### config.mk
export PLATFORM = sky130hd
export DESIGN_NAME = baud_prescaler_search
export DESIGN_NICKNAME = d
export VERILOG_FILES = /design/src/sv/bps_pkg.sv /design/src/sv/baud_prescaler_search.sv
export SDC_FILE = /design/constraint.sdc
export NUM_CORES = 1
export LEC_CHECK = 0
export BUFFER_PORTS_ARGS = -buffer_cell sky130_fd_sc_hd__buf_4
export CORE_MARGIN = 8
export CORE_UTILIZATION = 50
export CTS_CLUSTER_SIZE = 14
export DETAILED_ROUTE_END_ITERATION = 8
export PLACE_DENSITY = 0.67
export SYNTH_ARGS = -nofsm -noshare
export SYNTH_HDL_FRONTEND = slang
export SYNTH_SLANG_ARGS = --single-unit
### constraint.sdc
create_clock -name clk -period 7.7 [get_ports clk]
set_input_delay 0.77 -clock clk [delete_from_list [all_inputs] [get_ports clk]]
set_output_delay 0.77 -clock clk [all_outputs]
set_load 0.01 [all_outputs]
### src/sv/bps_pkg.sv
// constants, tables, step codes and microprogram rom of the baud prescaler search
package bps_pkg;

	// field widths
	localparam int OSC_W    = 26;
	localparam int LIMIT_W  = 14;
	localparam int TGT_W    = 21;
	localparam int RATE_W   = 17;
	localparam int TENTHS_W = 10;
	localparam int IDX_W    = 3;

	// shared divider: dividend of diff*10000, divisor up to one table rate
	localparam int DVD_W     = TGT_W + LIMIT_W;
	localparam int DVS_W     = RATE_W;
	localparam int DIV_CNT_W = 6;
	localparam logic [DIV_CNT_W-1:0] DIV_LAST = DIV_CNT_W'(DVD_W - 1);

	// rounding divide by ten as a reciprocal multiply, exact below 2^18
	localparam int RND_W    = 32;
	localparam int RECIP_SH = 19;
	localparam int RND_Q_W  = RND_W - RECIP_SH;
	localparam logic [15:0] RECIP_10 = 16'd52429;

	localparam logic [LIMIT_W-1:0]  LIMIT_RESET = 14'd300;
	localparam logic [LIMIT_W-1:0]  ERR_SCALE   = 14'd10000;
	localparam logic [TENTHS_W-1:0] TENTHS_MAX  = 10'd1000;
	localparam logic [IDX_W-1:0]    IDX_LAST    = 3'd7;

	// datapath operations
	localparam logic [3:0] OP_NOP     = 4'd0;
	localparam logic [3:0] OP_LOAD    = 4'd1;
	localparam logic [3:0] OP_DIV_T   = 4'd2;
	localparam logic [3:0] OP_SET_T   = 4'd3;
	localparam logic [3:0] OP_DIFF    = 4'd4;
	localparam logic [3:0] OP_MUL     = 4'd5;
	localparam logic [3:0] OP_DIV_E   = 4'd6;
	localparam logic [3:0] OP_SET_E   = 4'd7;
	localparam logic [3:0] OP_INC_R   = 4'd8;
	localparam logic [3:0] OP_INC_P   = 4'd9;
	localparam logic [3:0] OP_WR_MISS = 4'd10;
	localparam logic [3:0] OP_DIV_10  = 4'd11;
	localparam logic [3:0] OP_WR_HIT  = 4'd12;

	// jump conditions
	localparam logic [2:0] C_NEVER    = 3'd0;
	localparam logic [2:0] C_ALWAYS   = 3'd1;
	localparam logic [2:0] C_NO_IN    = 3'd2;
	localparam logic [2:0] C_DIV_BUSY = 3'd3;
	localparam logic [2:0] C_BELOW    = 3'd4;
	localparam logic [2:0] C_R_MORE   = 3'd5;
	localparam logic [2:0] C_P_MORE   = 3'd6;
	localparam logic [2:0] C_OUT_FULL = 3'd7;

	// program steps
	localparam int STEP_W = 4;
	localparam logic [STEP_W-1:0] S_IDLE    = 4'd0;
	localparam logic [STEP_W-1:0] S_DIV_T   = 4'd1;
	localparam logic [STEP_W-1:0] S_SET_T   = 4'd2;
	localparam logic [STEP_W-1:0] S_DIFF    = 4'd3;
	localparam logic [STEP_W-1:0] S_MUL     = 4'd4;
	localparam logic [STEP_W-1:0] S_DIV_E   = 4'd5;
	localparam logic [STEP_W-1:0] S_CMP     = 4'd6;
	localparam logic [STEP_W-1:0] S_NEXT_R  = 4'd7;
	localparam logic [STEP_W-1:0] S_NEXT_P  = 4'd8;
	localparam logic [STEP_W-1:0] S_MISS    = 4'd9;
	localparam logic [STEP_W-1:0] S_MISS_GO = 4'd10;
	localparam logic [STEP_W-1:0] S_DIV_10  = 4'd11;
	localparam logic [STEP_W-1:0] S_HIT     = 4'd12;
	localparam logic [STEP_W-1:0] S_HIT_GO  = 4'd13;

	typedef struct packed {
		logic [3:0]        op;
		logic [2:0]        cond;
		logic [STEP_W-1:0] target;
	} ctrl_word_t;

	// microprogram: jump to target when cond holds, else fall through
	function automatic ctrl_word_t ucode_rom(input logic [STEP_W-1:0] step);
		ctrl_word_t cw;
		case (step)
			S_IDLE:    cw = '{OP_LOAD,    C_NO_IN,    S_IDLE};
			S_DIV_T:   cw = '{OP_DIV_T,   C_DIV_BUSY, S_DIV_T};
			S_SET_T:   cw = '{OP_SET_T,   C_NEVER,    S_IDLE};
			S_DIFF:    cw = '{OP_DIFF,    C_NEVER,    S_IDLE};
			S_MUL:     cw = '{OP_MUL,     C_NEVER,    S_IDLE};
			S_DIV_E:   cw = '{OP_DIV_E,   C_DIV_BUSY, S_DIV_E};
			S_CMP:     cw = '{OP_SET_E,   C_BELOW,    S_DIV_10};
			S_NEXT_R:  cw = '{OP_INC_R,   C_R_MORE,   S_DIFF};
			S_NEXT_P:  cw = '{OP_INC_P,   C_P_MORE,   S_DIV_T};
			S_MISS:    cw = '{OP_WR_MISS, C_OUT_FULL, S_MISS};
			S_MISS_GO: cw = '{OP_NOP,     C_ALWAYS,   S_IDLE};
			S_DIV_10:  cw = '{OP_DIV_10,  C_NEVER,    S_IDLE};
			S_HIT:     cw = '{OP_WR_HIT,  C_OUT_FULL, S_HIT};
			S_HIT_GO:  cw = '{OP_NOP,     C_ALWAYS,   S_IDLE};
			default:   cw = '{OP_NOP,     C_ALWAYS,   S_IDLE};
		endcase
		return cw;
	endfunction

	// prescaler table
	function automatic logic [5:0] presc_tab(input logic [IDX_W-1:0] i);
		logic [5:0] v;
		case (i)
			3'd0:    v = 6'd1;
			3'd1:    v = 6'd2;
			3'd2:    v = 6'd4;
			3'd3:    v = 6'd9;
			3'd4:    v = 6'd7;
			3'd5:    v = 6'd13;
			3'd6:    v = 6'd26;
			3'd7:    v = 6'd52;
			default: v = 6'd1;
		endcase
		return v;
	endfunction

	// standard baud table
	function automatic logic [RATE_W-1:0] rate_tab(input logic [IDX_W-1:0] i);
		logic [RATE_W-1:0] v;
		case (i)
			3'd0:    v = 17'd115200;
			3'd1:    v = 17'd57600;
			3'd2:    v = 17'd38400;
			3'd3:    v = 17'd19200;
			3'd4:    v = 17'd9600;
			3'd5:    v = 17'd4800;
			3'd6:    v = 17'd2400;
			3'd7:    v = 17'd1200;
			default: v = 17'd1200;
		endcase
		return v;
	endfunction

endpackage

### src/sv/baud_prescaler_search.sv
// Baud prescaler search: 8 prescalers x 8 standard rates, first pair under the error limit.
// Per prescaler visited the target rate is divided out, per pair tried the error, both on
// the shared 35-step restoring divider; a hit adds a reciprocal rounding step before its write.
// One item at a time; the next item is taken once the result sits in the output register.
// Reset (arst_n low, asynchronous) returns to the idle step, empties the output, limit = 300.
module baud_prescaler_search (
	input  logic                                clk,
	input  logic                                arst_n,
	input  logic                                cfg_valid,
	output logic                                cfg_ready,
	input  logic [bps_pkg::LIMIT_W-1:0]         cfg_data,
	input  logic                                in_valid,
	output logic                                in_stall,
	input  logic [bps_pkg::OSC_W-1:0]           osc_hz,
	output logic                                out_valid,
	input  logic                                out_stall,
	output logic                                found,
	output logic [bps_pkg::IDX_W-1:0]           baud_index,
	output logic [bps_pkg::IDX_W-1:0]           prescaler_index,
	output logic [bps_pkg::RATE_W-1:0]          local_baud,
	output logic [bps_pkg::TGT_W-1:0]           target_baud,
	output logic [bps_pkg::TENTHS_W-1:0]        error_tenths
);

	// sequencer state
	logic [bps_pkg::STEP_W-1:0]    pc_q, pc_d;
	bps_pkg::ctrl_word_t           cw;
	logic                          cond_hit;

	// control and datapath registers
	logic [bps_pkg::LIMIT_W-1:0]   limit_q;
	logic [bps_pkg::TGT_W-1:0]     osc_q;
	logic [bps_pkg::IDX_W-1:0]     p_q, r_q;
	logic [bps_pkg::TGT_W-1:0]     target_q;
	logic [bps_pkg::TGT_W-1:0]     diff_q;
	logic [bps_pkg::DVD_W-1:0]     prod_q;
	logic [bps_pkg::LIMIT_W-1:0]   err_q;
	logic [bps_pkg::TENTHS_W-1:0]  tenths_q;

	// shared divider
	logic                          div_busy_q;
	logic [bps_pkg::DIV_CNT_W-1:0] div_cnt_q;
	logic [bps_pkg::DVD_W-1:0]     quo_q;
	logic [bps_pkg::DVS_W-1:0]     rem_q, den_q;
	logic [bps_pkg::DVS_W:0]       trial;
	logic                          trial_ge;
	logic                          div_op, div_done;
	logic [bps_pkg::DVD_W-1:0]     dvd_sel;
	logic [bps_pkg::DVS_W-1:0]     dvs_sel;

	// rounding to tenths
	logic [bps_pkg::LIMIT_W:0]     err_rnd;
	logic [bps_pkg::RND_W-1:0]     rnd_prod;
	logic [bps_pkg::RND_Q_W-1:0]   rnd_quo;

	// output register
	logic                          out_valid_q;
	logic                          out_free;
	logic                          in_accept;
	logic                          wr_en;
	logic [bps_pkg::RATE_W-1:0]    rate_cur;
	logic [bps_pkg::TGT_W-1:0]     rate_ext;
	logic [bps_pkg::TENTHS_W-1:0]  tenths_sat;

	assign cw        = bps_pkg::ucode_rom(pc_q);
	assign cfg_ready = 1'b1;
	assign in_stall  = (pc_q != bps_pkg::S_IDLE);
	assign in_accept = in_valid && !in_stall;
	assign out_valid = out_valid_q;
	assign out_free  = !out_valid_q || !out_stall;
	assign rate_cur  = bps_pkg::rate_tab(r_q);
	assign rate_ext  = bps_pkg::TGT_W'(rate_cur);

	// divider operand selection
	assign div_op = (cw.op == bps_pkg::OP_DIV_T) || (cw.op == bps_pkg::OP_DIV_E);
	always_comb begin
		case (cw.op)
			bps_pkg::OP_DIV_T: begin
				dvd_sel = bps_pkg::DVD_W'(osc_q);
				dvs_sel = bps_pkg::DVS_W'(bps_pkg::presc_tab(p_q));
			end
			bps_pkg::OP_DIV_E: begin
				dvd_sel = prod_q;
				dvs_sel = rate_cur;
			end
			default: begin
				dvd_sel = '0;
				dvs_sel = bps_pkg::DVS_W'(1);
			end
		endcase
	end

	// one restoring step
	assign trial    = {rem_q, quo_q[bps_pkg::DVD_W-1]};
	assign trial_ge = (trial >= {1'b0, den_q});
	assign div_done = div_busy_q && (div_cnt_q == bps_pkg::DIV_LAST);

	// jump condition
	always_comb begin
		case (cw.cond)
			bps_pkg::C_NEVER:    cond_hit = 1'b0;
			bps_pkg::C_ALWAYS:   cond_hit = 1'b1;
			bps_pkg::C_NO_IN:    cond_hit = !in_accept;
			bps_pkg::C_DIV_BUSY: cond_hit = !div_done;
			bps_pkg::C_BELOW:    cond_hit = (quo_q < bps_pkg::DVD_W'(limit_q));
			bps_pkg::C_R_MORE:   cond_hit = (r_q != bps_pkg::IDX_LAST);
			bps_pkg::C_P_MORE:   cond_hit = (p_q != bps_pkg::IDX_LAST);
			bps_pkg::C_OUT_FULL: cond_hit = !out_free;
			default:             cond_hit = 1'b0;
		endcase
	end

	assign pc_d  = cond_hit ? cw.target : pc_q + bps_pkg::STEP_W'(1);
	assign wr_en = out_free &&
			((cw.op == bps_pkg::OP_WR_HIT) || (cw.op == bps_pkg::OP_WR_MISS));

	// (err + 5) / 10 by reciprocal multiply, saturated
	assign err_rnd    = (bps_pkg::LIMIT_W+1)'(err_q) + (bps_pkg::LIMIT_W+1)'(5);
	assign rnd_prod   = bps_pkg::RND_W'(err_rnd) * bps_pkg::RND_W'(bps_pkg::RECIP_10);
	assign rnd_quo    = rnd_prod[bps_pkg::RND_W-1:bps_pkg::RECIP_SH];
	assign tenths_sat = (rnd_quo > bps_pkg::RND_Q_W'(bps_pkg::TENTHS_MAX)) ?
			bps_pkg::TENTHS_MAX : rnd_quo[bps_pkg::TENTHS_W-1:0];

	// control state
	always_ff @(posedge clk or negedge arst_n) begin
		if (!arst_n) begin
			pc_q        <= bps_pkg::S_IDLE;
			limit_q     <= bps_pkg::LIMIT_RESET;
			div_busy_q  <= 1'b0;
			div_cnt_q   <= '0;
			out_valid_q <= 1'b0;
		end else begin
			pc_q <= pc_d;
			if (cfg_valid && cfg_ready) begin
				limit_q <= cfg_data;
			end
			if (div_op && !div_busy_q) begin
				div_busy_q <= 1'b1;
				div_cnt_q  <= '0;
			end else if (div_busy_q) begin
				div_cnt_q <= div_cnt_q + bps_pkg::DIV_CNT_W'(1);
				if (div_done) begin
					div_busy_q <= 1'b0;
				end
			end
			if (wr_en) begin
				out_valid_q <= 1'b1;
			end else if (!out_stall) begin
				out_valid_q <= 1'b0;
			end
		end
	end

	// divider datapath
	always_ff @(posedge clk) begin
		if (div_op && !div_busy_q) begin
			quo_q <= dvd_sel;
			rem_q <= '0;
			den_q <= dvs_sel;
		end else if (div_busy_q) begin
			quo_q <= {quo_q[bps_pkg::DVD_W-2:0], trial_ge};
			rem_q <= trial_ge ? bps_pkg::DVS_W'(trial - {1'b0, den_q}) :
					trial[bps_pkg::DVS_W-1:0];
		end
	end

	// search datapath driven by the control word
	always_ff @(posedge clk) begin
		case (cw.op)
			bps_pkg::OP_LOAD: begin
				if (in_accept) begin
					osc_q <= osc_hz[bps_pkg::OSC_W-1:bps_pkg::OSC_W-bps_pkg::TGT_W];
					p_q   <= '0;
				end
			end
			bps_pkg::OP_SET_T: begin
				target_q <= quo_q[bps_pkg::TGT_W-1:0];
				r_q      <= '0;
			end
			bps_pkg::OP_DIFF: begin
				diff_q <= (target_q >= rate_ext) ? target_q - rate_ext : rate_ext - target_q;
			end
			bps_pkg::OP_MUL: begin
				prod_q <= bps_pkg::DVD_W'(diff_q) * bps_pkg::DVD_W'(bps_pkg::ERR_SCALE);
			end
			bps_pkg::OP_SET_E: begin
				err_q <= quo_q[bps_pkg::LIMIT_W-1:0];
			end
			bps_pkg::OP_DIV_10: begin
				tenths_q <= tenths_sat;
			end
			bps_pkg::OP_INC_R: begin
				r_q <= r_q + bps_pkg::IDX_W'(1);
			end
			bps_pkg::OP_INC_P: begin
				p_q <= p_q + bps_pkg::IDX_W'(1);
			end
			default: begin
			end
		endcase
	end

	// result register
	always_ff @(posedge clk) begin
		if (wr_en) begin
			if (cw.op == bps_pkg::OP_WR_HIT) begin
				found           <= 1'b1;
				baud_index      <= r_q;
				prescaler_index <= p_q;
				local_baud      <= rate_cur;
				target_baud     <= target_q;
				error_tenths    <= tenths_q;
			end else begin
				found           <= 1'b0;
				baud_index      <= '0;
				prescaler_index <= '0;
				local_baud      <= '0;
				target_baud     <= '0;
				error_tenths    <= '0;
			end
		end
	end

endmodule

==> run_results.csv <==
group,metric,value,unit
synth,synth_flop_cell,"edfxtp_1",
synth,synth-seq-cells,289,
floorplanning,die_h,222,µm
timing,drv_slew,0,
grt,grt_first_pass_wirelength,79800,µm
placed_design,globalplace.congestion,0.868,
clock_network,clock_latency,550,ps
detailed_routing,drt_pass1_iterations,5,
floorplanning,die_x,222,µm
timing,tightest_slew,1130,ps
finish,fin_nets,2551,
detailed_routing,postRouteWirelength,49300,µm
placed_design,dpl-instance-area,22400,µm²
finish,final_cell_area,23600,µm²
critical_path,path_max_fanout,5,
critical_path,cp.arrival,7640,ps
clock_network,cts_tree,"built",
grt,overflow,0,
grt,grt_pass1_vias,15100,
timing,skew,21.8,ps
critical_path,endpoint_kind,"register",
clock_network,clkTransAtPathRegs,70,ps
synth,syn_area_per_cell,10.4,µm²
timing,max_slew_margin,0.243,
grt,met3_usage,0.0235,
clock_network,postCtsHoldBufs,0,
pwr,p_per_area,141,nW/µm²
critical_path,crit_required,7990,ps
critical_path,crit_top_cell,"fa_1",
placed_design,port_buffers,92,
critical_path,cp_cell_sequence,"a21oi_1 -> or3b_2 -> nor2_2 -> nand4_1 -> xnor2_2 -> ha_1 -> fa_1 -> inv_1 -> fa_1 -> fa_1 -> inv_1 -> fa_1 -> fa_1 -> ha_1 -> a21o_1 -> a2111oi_2 -> o32ai_2 -> o211ai_2 -> nand2_2 -> a211o_1 -> o41ai_4 -> nor3_1",
detailed_routing,final_antenna_net_count,0,
timing,whs,156,ps
detailed_routing,vias,14700,
synth,seq_area_frac_synth,0.388,
pwr,p_leak,10.8,nW
pwr,vdd_drop_max,0.000109,V
run,maxCapViolations,0,
critical_path,cp-start-kind,"register",
synth,synth_top_area_frac,0.323,
clock_network,cts_buffers,35,
grt,grt_max_degree,55,
timing,setup_viol,0,
grt,grt.met1_usage,0.259,
synth,synth_area_leader_cell,"edfxtp_1",
run_status,status,"finished, final reports clean",
grt,gr-usage-all-layers,0.200,
timing,fin_crit_sh,0.955,
clock_network,htree_levels,2,
synth,synth_edf_count,227,
detailed_routing,drt_iter0_drc,1070,
grt,grt_antenna_before_repair,0,
floorplanning,dieArea,49100,µm²
synth,synth-async-reset-ratio,0.0900,
detailed_routing,avgViaCountPerCell,5.46,
timing,final-hold-violation-count,0,
floorplanning,initial_utilization,0.505,
detailed_routing,drc,0,
timing,period_needed,7360,ps
critical_path,critPathKind,"reg -> reg",
critical_path,cp_slowest_cell,"fa_1",
synth,synth_cells,2034,
timing,clock.fmax,136,MHz
clock_network,cts_sinks,289,
worst_hold_path,min_path_type,"in -> async",
clock_network,clockRootBuffer,"clkbuf_16",
finish,diodes,0,
grt,grt_use_met2,0.349,
floorplanning,ios,103,
synth,yosys_warnings,0,
grt,busiest_layer,"met2",
synth,synth_cell_types,78,
floorplanning,row_count,75,
finish,syn_to_final_growth,11.7,%
detailed_routing,wl_per_cell,18.3,µm
placed_design,hpwlAfterDp,38500,µm
floorplanning,coreArea,41900,µm²
clock_network,clk_path_buf_depth,3,
timing,fin_setup_tns,0,ps
synth,synth_area,21100,µm²
synth,synthTopCellsByArea,"edfxtp_1, ha_1, fa_1",
critical_path,slowest_delay,570,ps
finish,layout-drive-gt1-share,0.0990,
logic make-up after synthesis:
| family | synth area share |
|---|---|
| buf+inv | 0.0754 |
| simple gates | 0.105 |
| flops | 0.388 |
| xor+xnor | 0.0390 |
| other cells | 0.000355 |
| fa+ha+maj | 0.265 |
| compound gates | 0.116 |
| mux | 0.0114 |
critical path: cells and delay by family, from the launching register on:
family	cells	cell delay [ps]
XOR/XNOR	1	270
flip-flops	1	390
buffers and inverters	2	140
AO/OA/AOI/OAI	7	1910
AND/OR/NAND/NOR	5	1100
adder cells (fa/ha/maj)	7	3260
sequential cells by signal (all words and copies together) (netlist names), 13 cells and up, named ones only:
name,flops
target_baud,21
den_q,17
diff_q,21
limit_q,14
osc_q,21
prod_q,31
rate_cur,13
local_baud,13
rem_q,17
err_q,14
target_q,21
quo_q,35
what timing repair did:
item / 4_1_cts / 5_1_grt
endpoints found under the setup margin: 0 / 10
buffers inserted: 0 / 2
gates resized for setup: 0 / 6
metal layers:
metal / share of wire / vias to the layer above
met4: 0.023 / 0
li1: - / 7185
met1: 0.45 / 7134
met3: 0.037 / 64
met5: 0 / -
met2: 0.49 / 301
synth_stat cells (15+ instances only):
master / n
a21oi_1: 91
a21o_1: 33
nor3_1: 41
nand2_1: 139
nand3_1: 25
nor4_1: 38
xnor2_1: 63
edfxtp_1: 227
o21bai_1: 15
a31oi_1: 30
inv_1: 352
and2_1: 32
dfrtp_1: 22
nand2b_1: 16
xor2_1: 31
fa_1: 110
o21ai_0: 88
mux2i_1: 15
ha_1: 272
nand4_1: 16
nor2_1: 98
clkbuf_1: 44
a22o_1: 19
dfxtp_1: 36
cells in the final DEF, fill, tap and decap left out, types with 5 or more instances in the layout:
cell type / synthesis / final
a31oi_1: 30 / 30
o21bai_1: 15 / 15
or3_1: 6 / 6
nand3_1: 25 / 25
nor2_1: 98 / 96
and2_1: 32 / 32
o211ai_1: 12 / 12
a22o_1: 19 / 19
mux2i_1: 15 / 14
clkinv_2: 0 / 5
nand2_1: 139 / 139
inv_1: 352 / 351
nor4_1: 38 / 37
dfrtp_1: 22 / 22
clkbuf_1: 44 / 10
or2_2: 6 / 6
nor3_1: 41 / 39
fa_1: 110 / 110
o21ai_0: 88 / 86
a21oi_1: 91 / 90
and3_1: 10 / 10
conb_1: 2 / 5
a211oi_1: 8 / 8
ha_1: 272 / 272
a21o_1: 33 / 33
nor2b_1: 9 / 9
mux2_2: 8 / 8
o21a_1: 13 / 13
nand4_1: 16 / 16
dfxtp_1: 36 / 36
nand2b_1: 16 / 16
xor2_1: 31 / 31
clkbuf_16: 0 / 37
a22oi_1: 6 / 5
o31ai_1: 11 / 11
buf_4: 6 / 114
xnor2_1: 63 / 62
edfxtp_1: 227 / 227
per-stage QoR:
step	instances	utilization	worst slack (ps)	power (mW)
floorplan	2037	-	672	1.72
global placement	2624	0.536	313	1.74
detailed placement	2624	0.536	133	1.75
CTS	2688	0.563	121	3.36
global route	2690	0.564	-59.8	3.41
finish	2690	0.564	345	3.32
cell type report:
class,count,area (µm²)
inverter,352,1320
fill,3601,18300
clock buffer,47,963
multi-input combinational,1332,11400
tap,539,674
clock inverter,17,145
sequential,289,8190
timing repair buffer,114,856
where the power goes:
| part | switching (mW) | internal (mW) | leakage, nW |
|---|---|---|---|
| Sequential | 0.00173 | 1.67 | 2.57 |
| Combinational | 0.0202 | 0.0194 | 7.65 |
| Clock | 0.681 | 0.927 | 0.537 |
path summary, 6_finish.rpt:
kind	slack, ps	to	cells after the start	from
worst max-delay path	340	tenths_q[1]$_SDFFCE_PN0N_	22	err_q[1]$_DFFE_PN_
worst min register to register	480	rem_q[5]$_SDFFE_PP0P_	2	rem_q[5]$_SDFFE_PP0P_
min in group clk	410	osc_q[15]$_DFFE_PP_	1	osc_hz[20]
max in group asynchronous	7200	limit_q[5]$_DFFE_PN1P_	1	arst_n
worst min-delay path	160	pc_q[3]$_DFF_PN0_	1	arst_n
worst max register to register	340	tenths_q[1]$_SDFFCE_PN0N_	22	err_q[1]$_DFFE_PN_
Note: power is estimated with default switching activity, not from simulation.
